## src/sv/assert_macros.svh

```systemverilog
// ----------------------------------------------------------------------------
// assertion macros
// shared concurrent assertion forms, clocked on clk and disabled in reset
// ----------------------------------------------------------------------------
`ifndef ASSERT_MACROS_SVH
`define ASSERT_MACROS_SVH

// same-cycle implication
`define ASSERT_SAME(label, ante, cons, msg) \
    label: assert property (@(posedge clk) disable iff (!rst_n) (ante) |-> (cons)) \
        else $error(msg);

// next-cycle implication
`define ASSERT_NEXT(label, ante, cons, msg) \
    label: assert property (@(posedge clk) disable iff (!rst_n) (ante) |=> (cons)) \
        else $error(msg);

`endif

```

## src/sv/lpps_pkg.sv

```systemverilog
// ----------------------------------------------------------------------------
// lpps_pkg
// shared constants, types and tables of the line position / pd steering block
// ----------------------------------------------------------------------------
package lpps_pkg;

    localparam int SENSOR_COUNT     = 8;
    localparam int SAMPLE_BITS      = 10;
    localparam int THRESH_BITS      = 10;
    localparam int THRESH_PER_GROUP = 4;
    localparam int GROUP_BITS       = THRESH_PER_GROUP * THRESH_BITS;
    localparam int CMP_BITS         = (SAMPLE_BITS > THRESH_BITS) ? SAMPLE_BITS : THRESH_BITS;
    localparam int IN_TDATA_BITS    = ((SENSOR_COUNT * SAMPLE_BITS + 7) / 8) * 8;

    localparam int CFG_INDEX_BITS   = 3;
    localparam int CFG_DATA_BITS    = GROUP_BITS;

    localparam int MASK_BITS        = 8;
    localparam int COUNT_BITS       = $clog2(SENSOR_COUNT + 1);
    localparam int WSUM_BITS        = $clog2(SENSOR_COUNT * (SENSOR_COUNT - 1) + 1);
    localparam int RECIP_SHIFT      = 10;
    localparam int RECIP_BITS       = RECIP_SHIFT + 1;
    localparam int POS_BITS         = 4;
    localparam int QUOT_BITS        = WSUM_BITS + RECIP_BITS + POS_BITS;

    localparam int ERR_BITS         = 5;
    localparam int DIFF_BITS        = ERR_BITS + 1;
    localparam int GAIN_BITS        = 8;
    localparam int PROD_BITS        = 15;
    localparam int RESP_BITS        = 9;
    localparam int SPEED_BITS       = 8;
    localparam int ACUTE_BITS       = 9;
    localparam int LIMIT_BITS       = 8;
    localparam int RUN_BITS         = 8;

    localparam int SPEED_MAX        = 255;
    localparam int ALL_BLACK_MIN    = 5;

    localparam logic [GAIN_BITS-1:0]  GAIN_P_RESET   = 8'd47;
    localparam logic [GAIN_BITS-1:0]  GAIN_D_RESET   = 8'd57;
    localparam logic [POS_BITS-1:0]   TARGET_RESET   = 4'd7;
    localparam logic [LIMIT_BITS-1:0] LIMIT_RESET    = 8'd15;
    localparam logic [SPEED_BITS-1:0] STRAIGHT_RESET = 8'd200;

    typedef enum logic [CFG_INDEX_BITS-1:0] {
        REG_THRESH_LOW     = 3'd0,
        REG_THRESH_HIGH    = 3'd1,
        REG_GAIN_P         = 3'd2,
        REG_GAIN_D         = 3'd3,
        REG_TARGET         = 3'd4,
        REG_ACUTE_LIMIT    = 3'd5,
        REG_STRAIGHT_SPEED = 3'd6
    } cfg_reg_t;

    typedef enum logic [3:0] {
        ST_IDLE   = 4'b0001,
        ST_MERGE  = 4'b0010,
        ST_MULT   = 4'b0100,
        ST_FINISH = 4'b1000
    } state_t;

    // findings of the lanes after merging
    typedef struct packed {
        logic [SENSOR_COUNT-1:0] mask;
        logic [POS_BITS-1:0]     position;
        logic                    lost;
        logic                    all_black;
    } merge_t;

    // result word, last field in the lowest bits
    typedef struct packed {
        logic [RUN_BITS-1:0]        black_run_count;
        logic                       all_black;
        logic                       acute_right;
        logic                       acute_left;
        logic [SPEED_BITS-1:0]      right_speed;
        logic [SPEED_BITS-1:0]      left_speed;
        logic signed [ERR_BITS-1:0] position_error;
        logic [POS_BITS-1:0]        line_position;
        logic [MASK_BITS-1:0]       black_mask;
    } result_t;

    localparam int OUT_BITS       = $bits(result_t);
    localparam int OUT_TDATA_BITS = ((OUT_BITS + 7) / 8) * 8;

    // ceil(2^RECIP_SHIFT / count), exact quotient for every weight sum that can occur
    function automatic logic [RECIP_BITS-1:0] recip_of(input logic [COUNT_BITS-1:0] count);
        logic [RECIP_BITS-1:0] r;
        case (count)
            COUNT_BITS'(1): r = RECIP_BITS'(1024);
            COUNT_BITS'(2): r = RECIP_BITS'(512);
            COUNT_BITS'(3): r = RECIP_BITS'(342);
            COUNT_BITS'(4): r = RECIP_BITS'(256);
            COUNT_BITS'(5): r = RECIP_BITS'(205);
            COUNT_BITS'(6): r = RECIP_BITS'(171);
            COUNT_BITS'(7): r = RECIP_BITS'(147);
            COUNT_BITS'(8): r = RECIP_BITS'(128);
            default:        r = '0;
        endcase
        return r;
    endfunction

endpackage

```

## src/sv/lpps_lane.sv

```systemverilog
// ----------------------------------------------------------------------------
// lpps_lane
// one sensor lane: black when the sample is below its threshold
// ----------------------------------------------------------------------------
module lpps_lane (
    input  logic [lpps_pkg::SAMPLE_BITS-1:0] sample,
    input  logic [lpps_pkg::THRESH_BITS-1:0] threshold,
    output logic                             black
);
    import lpps_pkg::*;

    logic [CMP_BITS-1:0] sample_ext;
    logic [CMP_BITS-1:0] threshold_ext;

    assign sample_ext    = CMP_BITS'(sample);
    assign threshold_ext = CMP_BITS'(threshold);
    assign black         = (sample_ext < threshold_ext);

endmodule

```

## src/sv/lpps_merge.sv

```systemverilog
// ----------------------------------------------------------------------------
// lpps_merge
// combines lane results: count, weight sum and mean position
// ----------------------------------------------------------------------------
module lpps_merge (
    input  logic [lpps_pkg::SENSOR_COUNT-1:0] black,
    output lpps_pkg::merge_t                  merged
);
    import lpps_pkg::*;

    logic [COUNT_BITS-1:0] count;
    logic [WSUM_BITS-1:0]  wsum;
    logic [QUOT_BITS-1:0]  quot_full;

    always_comb
    begin
        count = '0;
        wsum  = '0;
        for (int i = 0; i < SENSOR_COUNT; i++)
        begin
            count = count + COUNT_BITS'(black[i]);
            wsum  = wsum + (black[i] ? WSUM_BITS'(2 * i) : WSUM_BITS'(0));
        end
    end

    // mean by reciprocal multiply, zero count gives zero
    assign quot_full = QUOT_BITS'(wsum) * QUOT_BITS'(recip_of(count));

    assign merged.mask      = black;
    assign merged.position  = quot_full[RECIP_SHIFT +: POS_BITS];
    assign merged.lost      = (count == '0);
    assign merged.all_black = (count > COUNT_BITS'(ALL_BLACK_MIN));

endmodule

```

## src/sv/lpps_pd.sv

```systemverilog
// ----------------------------------------------------------------------------
// lpps_pd
// pd correction: registered products, clamp and differential wheel speeds
// ----------------------------------------------------------------------------
module lpps_pd (
    input  logic                                    clk,
    input  logic                                    load,
    input  logic signed [lpps_pkg::ERR_BITS-1:0]    err,
    input  logic signed [lpps_pkg::ERR_BITS-1:0]    prev_err,
    input  logic [lpps_pkg::GAIN_BITS-1:0]          gain_p,
    input  logic [lpps_pkg::GAIN_BITS-1:0]          gain_d,
    input  logic [lpps_pkg::SPEED_BITS-1:0]         straight_speed,
    output logic [lpps_pkg::SPEED_BITS-1:0]         left_speed,
    output logic [lpps_pkg::SPEED_BITS-1:0]         right_speed
);
    import lpps_pkg::*;

    logic signed [DIFF_BITS-1:0] diff;
    logic signed [PROD_BITS-1:0] gain_p_ext;
    logic signed [PROD_BITS-1:0] gain_d_ext;
    logic signed [PROD_BITS-1:0] err_ext;
    logic signed [PROD_BITS-1:0] diff_ext;
    logic signed [PROD_BITS-1:0] prod_p_reg;
    logic signed [PROD_BITS-1:0] prod_p_next;
    logic signed [PROD_BITS-1:0] prod_d_reg;
    logic signed [PROD_BITS-1:0] prod_d_next;
    logic signed [PROD_BITS-1:0] corr;
    logic signed [RESP_BITS-1:0] resp;
    logic        [RESP_BITS-1:0] speed_wide;

    assign diff       = {err[ERR_BITS-1], err} - {prev_err[ERR_BITS-1], prev_err};
    assign gain_p_ext = {{(PROD_BITS-GAIN_BITS){1'b0}}, gain_p};
    assign gain_d_ext = {{(PROD_BITS-GAIN_BITS){1'b0}}, gain_d};
    assign err_ext    = {{(PROD_BITS-ERR_BITS){err[ERR_BITS-1]}}, err};
    assign diff_ext   = {{(PROD_BITS-DIFF_BITS){diff[DIFF_BITS-1]}}, diff};

    assign prod_p_next = gain_p_ext * err_ext;
    assign prod_d_next = gain_d_ext * diff_ext;

    always_ff @(posedge clk)
    begin
        if (load)
        begin
            prod_p_reg <= prod_p_next;
            prod_d_reg <= prod_d_next;
        end
    end

    assign corr = prod_p_reg + prod_d_reg;

    // clamp to +-SPEED_MAX
    always_comb
    begin
        if (corr > PROD_BITS'(SPEED_MAX))
            resp = RESP_BITS'(SPEED_MAX);
        else if (corr < -PROD_BITS'(SPEED_MAX))
            resp = -RESP_BITS'(SPEED_MAX);
        else
            resp = corr[RESP_BITS-1:0];
    end

    always_comb
    begin
        speed_wide = '0;
        if (resp > 0)
        begin
            speed_wide  = RESP_BITS'(SPEED_MAX) - resp;
            left_speed  = speed_wide[SPEED_BITS-1:0];
            right_speed = SPEED_BITS'(SPEED_MAX);
        end
        else if (resp < 0)
        begin
            speed_wide  = RESP_BITS'(SPEED_MAX) + resp;
            left_speed  = SPEED_BITS'(SPEED_MAX);
            right_speed = speed_wide[SPEED_BITS-1:0];
        end
        else
        begin
            left_speed  = straight_speed;
            right_speed = straight_speed;
        end
    end

endmodule

```

## src/sv/line_position_pd_steering.sv

```systemverilog
// ----------------------------------------------------------------------------
// line_position_pd_steering
// line position from a reflectance array and pd steering of two wheels
// ----------------------------------------------------------------------------
// Each input word is one frame of eight reflectance samples; each output word
// is the steering result of that frame. Until its result stands in the output
// register, a frame passes through the accepting cycle, in which the eight
// sensor lanes compare their samples against the thresholds, the merge step,
// in which the merge stage forms the black count, the weight sum and the mean
// position (a reciprocal-table multiply), the multiply step, in which the pd
// unit registers its two gain products, and the finish step, in which the
// clamp, the wheel speeds and the frame state (acute marks, black run, and,
// when the line is seen, previous error and held speeds) are updated. The next
// frame is taken in the cycle after that; the sequencer accepts only while
// idle, so each frame passes through the single pd unit before the next. A
// finished word waits in the output register while the next frame is taken;
// the last stage stalls only if the previous word has still not been taken.
// Register writes are expected only while no frame is in flight.
// ----------------------------------------------------------------------------
`include "assert_macros.svh"

module line_position_pd_steering (
    input  logic                                    clk,
    input  logic                                    rst_n,

    // configuration write port
    input  logic                                    cfg_write_en,
    input  logic [lpps_pkg::CFG_INDEX_BITS-1:0]     cfg_index,
    input  logic [lpps_pkg::CFG_DATA_BITS-1:0]      cfg_data,

    // frame input
    input  logic                                    s_tvalid,
    output logic                                    s_tready,
    // sample_0 [9:0], sample_1 [19:10], ... sample_7 [79:70]
    input  logic [lpps_pkg::IN_TDATA_BITS-1:0]      s_tdata,

    // result output
    output logic                                    m_tvalid,
    input  logic                                    m_tready,
    // black_mask [7:0], line_position [11:8], position_error [16:12],
    // left_speed [24:17], right_speed [32:25], acute_left [33],
    // acute_right [34], all_black [35], black_run_count [43:36], zero pad
    output logic [lpps_pkg::OUT_TDATA_BITS-1:0]     m_tdata,
    // line_lost [0]
    output logic                                    m_tuser
);
    import lpps_pkg::*;

    // configuration registers
    logic [GROUP_BITS-1:0]  thresh_low_reg;
    logic [GROUP_BITS-1:0]  thresh_high_reg;
    logic [GAIN_BITS-1:0]   gain_p_reg;
    logic [GAIN_BITS-1:0]   gain_d_reg;
    logic [POS_BITS-1:0]    target_reg;
    logic [LIMIT_BITS-1:0]  limit_reg;
    logic [SPEED_BITS-1:0]  straight_reg;

    // sequencer
    state_t                 state_reg;
    state_t                 state_next;

    // frame pipeline payload
    logic [SENSOR_COUNT-1:0] black_lane;
    logic [SENSOR_COUNT-1:0] black_reg;
    merge_t                  merge_comb;
    merge_t                  merge_reg;
    logic signed [ERR_BITS-1:0] err;
    logic [SPEED_BITS-1:0]   pd_left;
    logic [SPEED_BITS-1:0]   pd_right;

    // frame state
    logic signed [ERR_BITS-1:0] prev_error_reg;
    logic signed [ERR_BITS-1:0] prev_error_next;
    logic [SPEED_BITS-1:0]   held_left_reg;
    logic [SPEED_BITS-1:0]   held_left_next;
    logic [SPEED_BITS-1:0]   held_right_reg;
    logic [SPEED_BITS-1:0]   held_right_next;
    logic                    mark_left_reg;
    logic                    mark_left_next;
    logic                    mark_right_reg;
    logic                    mark_right_next;
    logic [ACUTE_BITS-1:0]   acute_count_reg;
    logic [ACUTE_BITS-1:0]   acute_count_next;
    logic [RUN_BITS-1:0]     black_run_reg;
    logic [RUN_BITS-1:0]     black_run_next;

    // acute latch update for the frame in the last stage
    logic                    outer_left;
    logic                    outer_right;
    logic                    upd_mark_left;
    logic                    upd_mark_right;
    logic [ACUTE_BITS-1:0]   upd_acute_count;
    logic [RUN_BITS-1:0]     upd_black_run;

    // output register
    logic                    m_tvalid_reg;
    logic                    m_tvalid_next;
    result_t                 out_reg;
    result_t                 out_next;
    logic                    out_lost_reg;
    logic                    finish_fire;

    // ------------------------------------------------------------------
    // configuration
    // ------------------------------------------------------------------
    always_ff @(posedge clk or negedge rst_n)
    begin
        if (!rst_n)
        begin
            thresh_low_reg  <= '0;
            thresh_high_reg <= '0;
            gain_p_reg      <= GAIN_P_RESET;
            gain_d_reg      <= GAIN_D_RESET;
            target_reg      <= TARGET_RESET;
            limit_reg       <= LIMIT_RESET;
            straight_reg    <= STRAIGHT_RESET;
        end
        else if (cfg_write_en)
        begin
            case (cfg_reg_t'(cfg_index))
                REG_THRESH_LOW:     thresh_low_reg  <= cfg_data[GROUP_BITS-1:0];
                REG_THRESH_HIGH:    thresh_high_reg <= cfg_data[GROUP_BITS-1:0];
                REG_GAIN_P:         gain_p_reg      <= cfg_data[GAIN_BITS-1:0];
                REG_GAIN_D:         gain_d_reg      <= cfg_data[GAIN_BITS-1:0];
                REG_TARGET:         target_reg      <= cfg_data[POS_BITS-1:0];
                REG_ACUTE_LIMIT:    limit_reg       <= cfg_data[LIMIT_BITS-1:0];
                REG_STRAIGHT_SPEED: straight_reg    <= cfg_data[SPEED_BITS-1:0];
                default:            ;   // unknown index, write dropped
            endcase
        end
    end

    // ------------------------------------------------------------------
    // sensor lanes: one comparator per sensor, thresholds from two groups
    // ------------------------------------------------------------------
    for (genvar i = 0; i < SENSOR_COUNT; i++)
    begin : g_lane
        localparam int  GRP_OFS = (i % THRESH_PER_GROUP) * THRESH_BITS;
        localparam bit  IN_HIGH = (i >= THRESH_PER_GROUP);

        logic [THRESH_BITS-1:0] lane_threshold;

        assign lane_threshold = IN_HIGH ? thresh_high_reg[GRP_OFS +: THRESH_BITS]
                                        : thresh_low_reg[GRP_OFS +: THRESH_BITS];

        lpps_lane u_lane (
            .sample    (s_tdata[i*SAMPLE_BITS +: SAMPLE_BITS]),
            .threshold (lane_threshold),
            .black     (black_lane[i])
        );
    end

    // lane results captured with the accepted word
    always_ff @(posedge clk)
    begin
        if (s_tvalid && s_tready)
            black_reg <= black_lane;
    end

    // ------------------------------------------------------------------
    // merge stage
    // ------------------------------------------------------------------
    lpps_merge u_merge (
        .black  (black_reg),
        .merged (merge_comb)
    );

    always_ff @(posedge clk)
    begin
        if (state_reg == ST_MERGE)
            merge_reg <= merge_comb;
    end

    // error against the wanted position, fits in five signed bits
    assign err = ERR_BITS'({1'b0, target_reg}) - ERR_BITS'({1'b0, merge_reg.position});

    // ------------------------------------------------------------------
    // pd unit: products registered in the multiply cycle
    // ------------------------------------------------------------------
    lpps_pd u_pd (
        .clk            (clk),
        .load           (state_reg == ST_MULT),
        .err            (err),
        .prev_err       (prev_error_reg),
        .gain_p         (gain_p_reg),
        .gain_d         (gain_d_reg),
        .straight_speed (straight_reg),
        .left_speed     (pd_left),
        .right_speed    (pd_right)
    );

    // ------------------------------------------------------------------
    // acute marks and black run of the frame in the last stage
    // ------------------------------------------------------------------
    assign outer_left  = merge_reg.mask[0];
    assign outer_right = merge_reg.mask[SENSOR_COUNT-1];

    always_comb
    begin
        upd_mark_left   = mark_left_reg;
        upd_mark_right  = mark_right_reg;
        upd_acute_count = acute_count_reg;
        if (outer_left || outer_right)
        begin
            // outer sensor on the line: marks follow the outer readings
            upd_mark_left  = outer_left;
            upd_mark_right = outer_right;
        end
        else if (!merge_reg.lost && (mark_left_reg || mark_right_reg))
        begin
            if (acute_count_reg != '1)
                upd_acute_count = acute_count_reg + 1'b1;
        end
        // count past the limit clears the marks
        if (upd_acute_count > ACUTE_BITS'(limit_reg))
        begin
            upd_mark_left   = 1'b0;
            upd_mark_right  = 1'b0;
            upd_acute_count = '0;
        end

        if (merge_reg.all_black)
            upd_black_run = (black_run_reg != '1) ? black_run_reg + 1'b1 : black_run_reg;
        else
            upd_black_run = '0;
    end

    // ------------------------------------------------------------------
    // sequencer and frame state
    // ------------------------------------------------------------------
    assign s_tready    = (state_reg == ST_IDLE);
    assign finish_fire = (state_reg == ST_FINISH) && (!m_tvalid_reg || m_tready);

    always_comb
    begin
        state_next       = state_reg;
        prev_error_next  = prev_error_reg;
        held_left_next   = held_left_reg;
        held_right_next  = held_right_reg;
        mark_left_next   = mark_left_reg;
        mark_right_next  = mark_right_reg;
        acute_count_next = acute_count_reg;
        black_run_next   = black_run_reg;
        m_tvalid_next    = m_tvalid_reg && !m_tready;

        case (state_reg)
            ST_IDLE:
            begin
                if (s_tvalid)
                    state_next = ST_MERGE;
            end
            ST_MERGE:
            begin
                state_next = ST_MULT;
            end
            ST_MULT:
            begin
                state_next = ST_FINISH;
            end
            ST_FINISH:
            begin
                if (finish_fire)
                begin
                    // lost line: pd step skipped, speeds and error held
                    if (!merge_reg.lost)
                    begin
                        prev_error_next = err;
                        held_left_next  = pd_left;
                        held_right_next = pd_right;
                    end
                    mark_left_next   = upd_mark_left;
                    mark_right_next  = upd_mark_right;
                    acute_count_next = upd_acute_count;
                    black_run_next   = upd_black_run;
                    m_tvalid_next    = 1'b1;
                    state_next       = ST_IDLE;
                end
            end
            default:
            begin
                state_next = ST_IDLE;
            end
        endcase
    end

    always_ff @(posedge clk or negedge rst_n)
    begin
        if (!rst_n)
        begin
            state_reg       <= ST_IDLE;
            prev_error_reg  <= '0;
            held_left_reg   <= '0;
            held_right_reg  <= '0;
            mark_left_reg   <= 1'b0;
            mark_right_reg  <= 1'b0;
            acute_count_reg <= '0;
            black_run_reg   <= '0;
            m_tvalid_reg    <= 1'b0;
        end
        else
        begin
            state_reg       <= state_next;
            prev_error_reg  <= prev_error_next;
            held_left_reg   <= held_left_next;
            held_right_reg  <= held_right_next;
            mark_left_reg   <= mark_left_next;
            mark_right_reg  <= mark_right_next;
            acute_count_reg <= acute_count_next;
            black_run_reg   <= black_run_next;
            m_tvalid_reg    <= m_tvalid_next;
        end
    end

    // ------------------------------------------------------------------
    // output register
    // ------------------------------------------------------------------
    always_comb
    begin
        out_next.black_mask      = MASK_BITS'(merge_reg.mask);
        out_next.line_position   = merge_reg.position;
        out_next.position_error  = prev_error_next;
        out_next.left_speed      = held_left_next;
        out_next.right_speed     = held_right_next;
        out_next.acute_left      = upd_mark_left;
        out_next.acute_right     = upd_mark_right;
        out_next.all_black       = merge_reg.all_black;
        out_next.black_run_count = upd_black_run;
    end

    always_ff @(posedge clk)
    begin
        if (finish_fire)
        begin
            out_reg      <= out_next;
            out_lost_reg <= merge_reg.lost;
        end
    end

    assign m_tvalid = m_tvalid_reg;
    assign m_tdata  = OUT_TDATA_BITS'(out_reg);
    assign m_tuser  = out_lost_reg;

    // ------------------------------------------------------------------
    // assertions
    // ------------------------------------------------------------------
    `ASSERT_NEXT(a_accept_to_merge, s_tvalid && s_tready, state_reg == ST_MERGE,
        "accepted frame did not move to the merge stage")
    `ASSERT_NEXT(a_out_held, (state_reg == ST_FINISH) && m_tvalid_reg && !m_tready,
        (state_reg == ST_FINISH) && $stable(out_reg) && m_tvalid_reg,
        "waiting result word was overwritten")
    `ASSERT_SAME(a_lost_position, m_tvalid_reg && out_lost_reg,
        out_reg.line_position == '0,
        "lost line reported with a nonzero position")
    `ASSERT_SAME(a_speed_shape, 1'b1,
        (held_left_reg == SPEED_BITS'(SPEED_MAX)) || (held_right_reg == SPEED_BITS'(SPEED_MAX))
        || (held_left_reg == held_right_reg),
        "held wheel speeds neither differential nor straight")

endmodule

```

## config.mk

```make
export PLATFORM = sky130hd
export DESIGN_NAME = line_position_pd_steering
export DESIGN_NICKNAME = d
export VERILOG_FILES = /design/src/sv/lpps_pkg.sv /design/src/sv/lpps_lane.sv /design/src/sv/lpps_merge.sv /design/src/sv/lpps_pd.sv /design/src/sv/line_position_pd_steering.sv
export VERILOG_INCLUDE_DIRS = /design/src /design/src/sv
export SDC_FILE = /design/constraint.sdc
export NUM_CORES = 1
export LEC_CHECK = 0
export BUFFER_PORTS_ARGS = -buffer_cell sky130_fd_sc_hd__buf_2
export CAP_MARGIN = 0
export CORE_UTILIZATION = 65
export CTS_CLUSTER_DIAMETER = 80
export DETAILED_ROUTE_END_ITERATION = 10
export MAX_ROUTING_LAYER = met4
export PLACE_DENSITY_LB_ADDON = 0.2
export SLEW_MARGIN = 20
export SYNTH_ARGS = -nofsm -noshare
export SYNTH_HDL_FRONTEND = slang
export SYNTH_SLANG_ARGS = --single-unit
```

## constraint.sdc

```tcl
create_clock -name clk -period 13.9 [get_ports clk]
set_input_delay 1.39 -clock clk [delete_from_list [all_inputs] [get_ports clk]]
set_output_delay 1.39 -clock clk [all_outputs]
set_load 0.005 [all_outputs]
```

## After elaboration in Yosys (flattened, before gate mapping)

Memories as Yosys holds them, arrays and structs flattened.
Index checks and enable logic that the tools add are counted.

| storage, ports and cells | value |
|---|---|
| memories | 1 |
| register bits | 258 |
| word-level logic and storage cells | 143 |
| ROM bits | 176 |
| bits of input ports | 128 |
| output and inout bits | 51 |

Memory list:

| memory | depth | bits a word | rd ports | clocked after Yosys merged registers in | wr ports | RTL line | text |
|---|---|---|---|---|---|---|---|
| (name not given) | 16 | 11 | 1 | 0 | 0 | lpps_pkg.sv:89 | `case (count)` |

| operators by class | value |
|---|---|
| multiplexer cells | 37 |
| multiply operators | 3 |
| reductions and logical operators | 21 |
| $add $sub $neg | 20 |
| eq/ne operators | 14 |
| magnitude comparators | 14 |

Operators by type and width:

| operator | number |
|---|---|
| $mux W8 | 12 |
| $lt A10 B10 Y1 | 8 |
| $mux W9 | 6 |
| $add A6 B6 Y6 | 6 |
| $add A4 B1 Y4 | 6 |
| $mux W4 | 6 |
| $reduce_and A2 Y1 | 9 |
| $pmux W4 S4 | 1 |
| $add A15 B15 Y15 | 1 |
| $gt A15 B9 Y1 const B | 1 |
| $lt A15 B9 Y1 const B | 1 |
| $mul A9 B6 Y15 | 1 |
| $mux W5 | 3 |
| $mul A6 B11 Y14 | 1 |
| $mul A9 B5 Y14 | 1 |
| $add A9 B1 Y9 const B | 1 |
| $eq A3 B3 Y1 const B | 3 |
| $gt A9 B1 Y1 const B | 1 |
| $gt A9 B8 Y1 | 1 |
| $lt A9 B1 Y1 const B | 1 |
| $ne A9 B9 Y1 const B | 1 |
| $add A1 B8 Y8 const A | 1 |
| $add A8 B1 Y8 const B | 1 |
| $ne A8 B8 Y1 const B | 1 |
| other kinds (20) | 35 |

## Longest topological paths before layout

| depth | value |
|---|---|
| depth after elaboration | 10 |
| mapped depth | 28 |
| depth with buffers taken out | 28 |

## Hierarchy

From an unflattened synthesis, not the netlist that was laid out.

| second synthesis, totals | value |
|---|---|
| cells, all modules | 1694 |
| area, all modules | 18216.2 µm² |

Modules (own cells, without submodules):

| module | area an instance (µm²) | sequential area each (µm²) | instances | cells an instance |
|---|---|---|---|---|
| line_position_pd_steering | 9002.4 | 6065.8 | 1 | 597 |
| lpps_pd | 5240.0 | 870.8 | 1 | 586 |
| lpps_merge | 2092.0 | 0.0 | 1 | 255 |
| lpps_lane | 235.2 | 0.0 | 8 | 32 |

## Worst setup path after synthesis

Ideal clock, no wire load.

| path | value |
|---|---|
| path type | register to register |
| from | register target_reg[0] |
| to | register u_pd.prod_d_reg[14] (data pin) |
| slack | 7.120 ns |
| cell stages (with the launch flop) | 27 |
| arrival | 6.606 ns |
| data required time | 13.726 ns |
| buffers on the path | 0 |
| library setup time | 0.174 ns |
| period minus slack after synthesis | 6.780 ns |
| cell sequence | dfstp_2 > inv_1 > ha_1 > inv_1 > fa_1 > ha_1 > a21o_1 > a21o_1 > nand2_1 > a31oi_1 > or2_2 > fa_1 > fa_1 > inv_1 > fa_1 > inv_1 > fa_1 > fa_1 > nor2b_1 > o21ai_0 > a21boi_0 > o21ai_0 > a21boi_0 > o21ai_0 > a21boi_0 > nor4_1 > a311oi_1 |

| on the way | value |
|---|---|
| longest elaborated chain between the ends | 3 |

Ends and longest elaborated chain:

| element | RTL line | text |
|---|---|---|
| start: declaration | line_position_pd_steering.sv:54 | `logic [POS_BITS-1:0] target_reg;` |
| start signal: assignment | line_position_pd_steering.sv:125 | `REG_TARGET: target_reg <= cfg_data[POS_BITS-1:0];` |
| $sub A4 B4 Y5 | line_position_pd_steering.sv:175 | `assign err = ERR_BITS'({1'b0, target_reg}) - ERR_BITS'({1'b0, merge_reg.position});` |
| $sub A5 B5 Y6 | lpps_pd.sv:31 | `assign diff = {err[ERR_BITS-1], err} - {prev_err[ERR_BITS-1], prev_err};` |
| $mul A9 B6 Y15 | lpps_pd.sv:38 | `assign prod_d_next = gain_d_ext * diff_ext;` |
| via u_pd.prod_d_next[14] | lpps_pd.sv:26 | `logic signed [PROD_BITS-1:0] prod_d_next;` |
| end signal: assignment | lpps_pd.sv:45 | `prod_d_reg <= prod_d_next;` |
| end: declaration | lpps_pd.sv:25 | `logic signed [PROD_BITS-1:0] prod_d_reg;` |

The timed path passes the listed nets, and every way through them passes these cells.
A chain may end at the register's enable or synchronous reset.

## Worst setup path after layout

Same ends and word-level chain as after synthesis.

==> results.yml <==
run_status:
  status: "finished with violations"
  violations: "design-rule violations"
synthesis:
  synth-edff-count: 96
  async_flop_share_pct: 62.6
  synth_area_leader_cell: "dfrtp_1"
  synth_top_area_share_pct: 20.2
  yosys_warnings: 0
  ys_seq_area_share_pct: 39.8
  synth_cell_types: 68
  syn_avg_cell_area_um2: 10.2
  synth-seq-cells: 257
  yosysMostFrequentCell: "inv_1"
  ys.flop_type: "dfrtp_1"
  syn_area_um2: 17400
  synthCells: 1714
  synthTopCellsByCount: "inv_1 (241), ha_1 (197), nand2_1 (171)"
  synth_area_leaders: "dfrtp_1 (20%), edfxtp_1 (17%), ha_1 (14%)"
setup_path:
  cpPeakStageDelay_ns: 0.79
  slowest_stage: "a31oi_1"
  crit_required_ns: 14.25
  cpMostUsedCell: "fa_1"
  critical_path_class: "reg2reg"
  cp.arrival_ns: 8.01
  cp-start-kind: "flip-flop"
  path_max_fanout: 10
  crit_path_end_kind: "flip-flop"
floorplanning:
  rows: 59
  core_um2: 26200
  die-area_um2: 27500
  die-height_um: 166
  initial_core_util_pct: 66.6
  dieWidth_um: 166
  ios: 179
hold_path:
  hp-class: "reg2reg"
clock_tree:
  cts_tree: "done"
  postCtsHoldBufs: 0
  cts-buffers-inserted: 29
  htreeDepth: 1
  cts_root_buf: "clkbuf_16"
  cts_sinks: 257
  clock_path_buffers: 3
  cts_setup_buffers: 0
  clk_pin_slew_worst_paths_ns: 0.06
  ctsResizeCount: 0
  clk_latency_ns: 0.54
global_routing:
  grt_max_degree: 77
  grt_pass1_wl_um: 62700
  antenna_found_initial: 7
  overflow: 0
  track_usage_pct: 29.0
  first_global_vias: 13200
routing:
  wl_per_cell_um: 16.7
  drc: 7
  drt-pass1-iter-count: 10
  drtAntennaViolNets: 0
  vias_per_cell: 5.65
  wirelength_um: 37500
  drtIter0Drc: 875
  vias: 12700
sta:
  rsz0062_at_grt: "no"
  fin_worst_skew_ns: 0.0147
  tightestPinTransition_ns: 1.01
  setup_viol: 0
  fin_crit_sh_pct: 55.1
  final-hold-violation-count: 0
  min_period_ns: 7.66
  max_slew_margin_pct: 32.9
  max_freq_ghz: 0.131
  maxSlewViolCount: 0
  setup_tns_ns: 0
cells_and_area:
  area_growth_pct: 12.5
  register_area_um2: 6940
  largest_reg_flops: 44
  fin_nets: 2296
  multi_input_area_um2: 9460
  fillers: 1856
  drive_above_1_share_pct: 16.5
place:
  io_buffers: 174
  gp_congestion: 0.897
  dp_hpwl_um: 28900
job:
  maxCapViolCount: 0
[layout make-up]
class	instances	area share [%]
clock buffer	40	4.38
antenna	7	0.0893
multi-input combinational	1177	48.2
clock inverter	13	0.440
sequential	257	35.4
inverter	242	4.63
timing repair buffer	182	4.78
tap	335	2.14
[layout by cell type (no fill, tap or decap), drive strengths merged, types with 17 or more instances in the layout]
cell / netlist / layout
o21ai: 138 / 138
xnor2: 28 / 28
nor2b: 19 / 19
fa: 82 / 82
a211oi: 17 / 17
ha: 197 / 197
edfxtp: 96 / 96
dfrtp: 141 / 141
a21o: 56 / 56
mux2: 49 / 49
and2: 46 / 46
nand2: 171 / 171
clkbuf: 28 / 40
inv: 241 / 244
nor2: 93 / 93
a21oi: 45 / 45
buf: 13 / 182
nand2b: 31 / 31
xor2: 17 / 17
dfstp: 20 / 20
[worst paths after layout]
path                                           start                         endpoint  slack [ns]  depth (start not counted)
setup / recovery           target_reg[0]$_DFFE_PN1P_    u_pd.prod_d_reg[14]$_DFFE_PP_        6.24                         26
hold / removal                merge_reg[7]$_DFFE_PN_             m_tdata[1]$_DFFE_PP_        0.43                          0
setup reg to reg           target_reg[0]$_DFFE_PN1P_    u_pd.prod_d_reg[14]$_DFFE_PP_        6.24                         26
hold reg to reg               merge_reg[7]$_DFFE_PN_             m_tdata[1]$_DFFE_PP_        0.43                          0
max in group asynchronous                      rst_n  thresh_high_reg[25]$_DFFE_PN0P_       11.26                          3
min in group asynchronous                      rst_n      held_right_reg[2]$_DFF_PN0_        0.81                          1
[worst max-delay path, delay by kind of cell, from the launching register on]
kind / cells / cell delay [ns]
xor+xnor: 1 / 0.56
flops: 1 / 0.51
buf+inv: 4 / 0.23
fa+ha+maj: 8 / 3.17
simple gates: 4 / 0.56
compound gates: 9 / 2.44
[metal layers]
| layer | vias up | share of wire [%] | global-route usage [%] |
|---|---|---|---|
| met5 | - | 0 | - |
| met4 | 0 | 2.8 | 8.61 |
| met3 | 64 | 6.7 | 5.12 |
| met2 | 363 | 48 | 48.9 |
| met1 | 6117 | 42 | 36.0 |
| li1 | 6185 | - | - |
[logic make-up after synthesis]
family          after synthesis  share of synthesized area [%]
compound gates              338                           12.0
xor+xnor                     45                           2.26
fa+ha+maj                   279                           23.5
buf+inv                     283                           6.28
flops                       257                           39.8
mux                          54                           3.45
other cells                   1                         0.0215
simple gates                457                           12.7
[metrics by stage]
stage | cells | setup slack (ns) | hold WS [ns] | cell area, um^2 | utilization, %
3_5_place_dp | 2193 | 6.33 | 0.406 | 18700 | 71.2
5_1_grt | 2253 | 5.52 | 0.439 | 19600 | 74.9
2_1_floorplan | 1717 | 7.12 | 0.400 | 17500 | -
4_1_cts | 2246 | 6.27 | 0.428 | 19600 | 74.8
6_report | 2253 | 6.24 | 0.426 | 19600 | 74.9
3_3_place_gp | 2193 | 6.63 | 0.407 | 18700 | 71.2
Power is not shown: default switching activity piles up to over one toggle a cycle in this logic, so the estimate is an artifact.
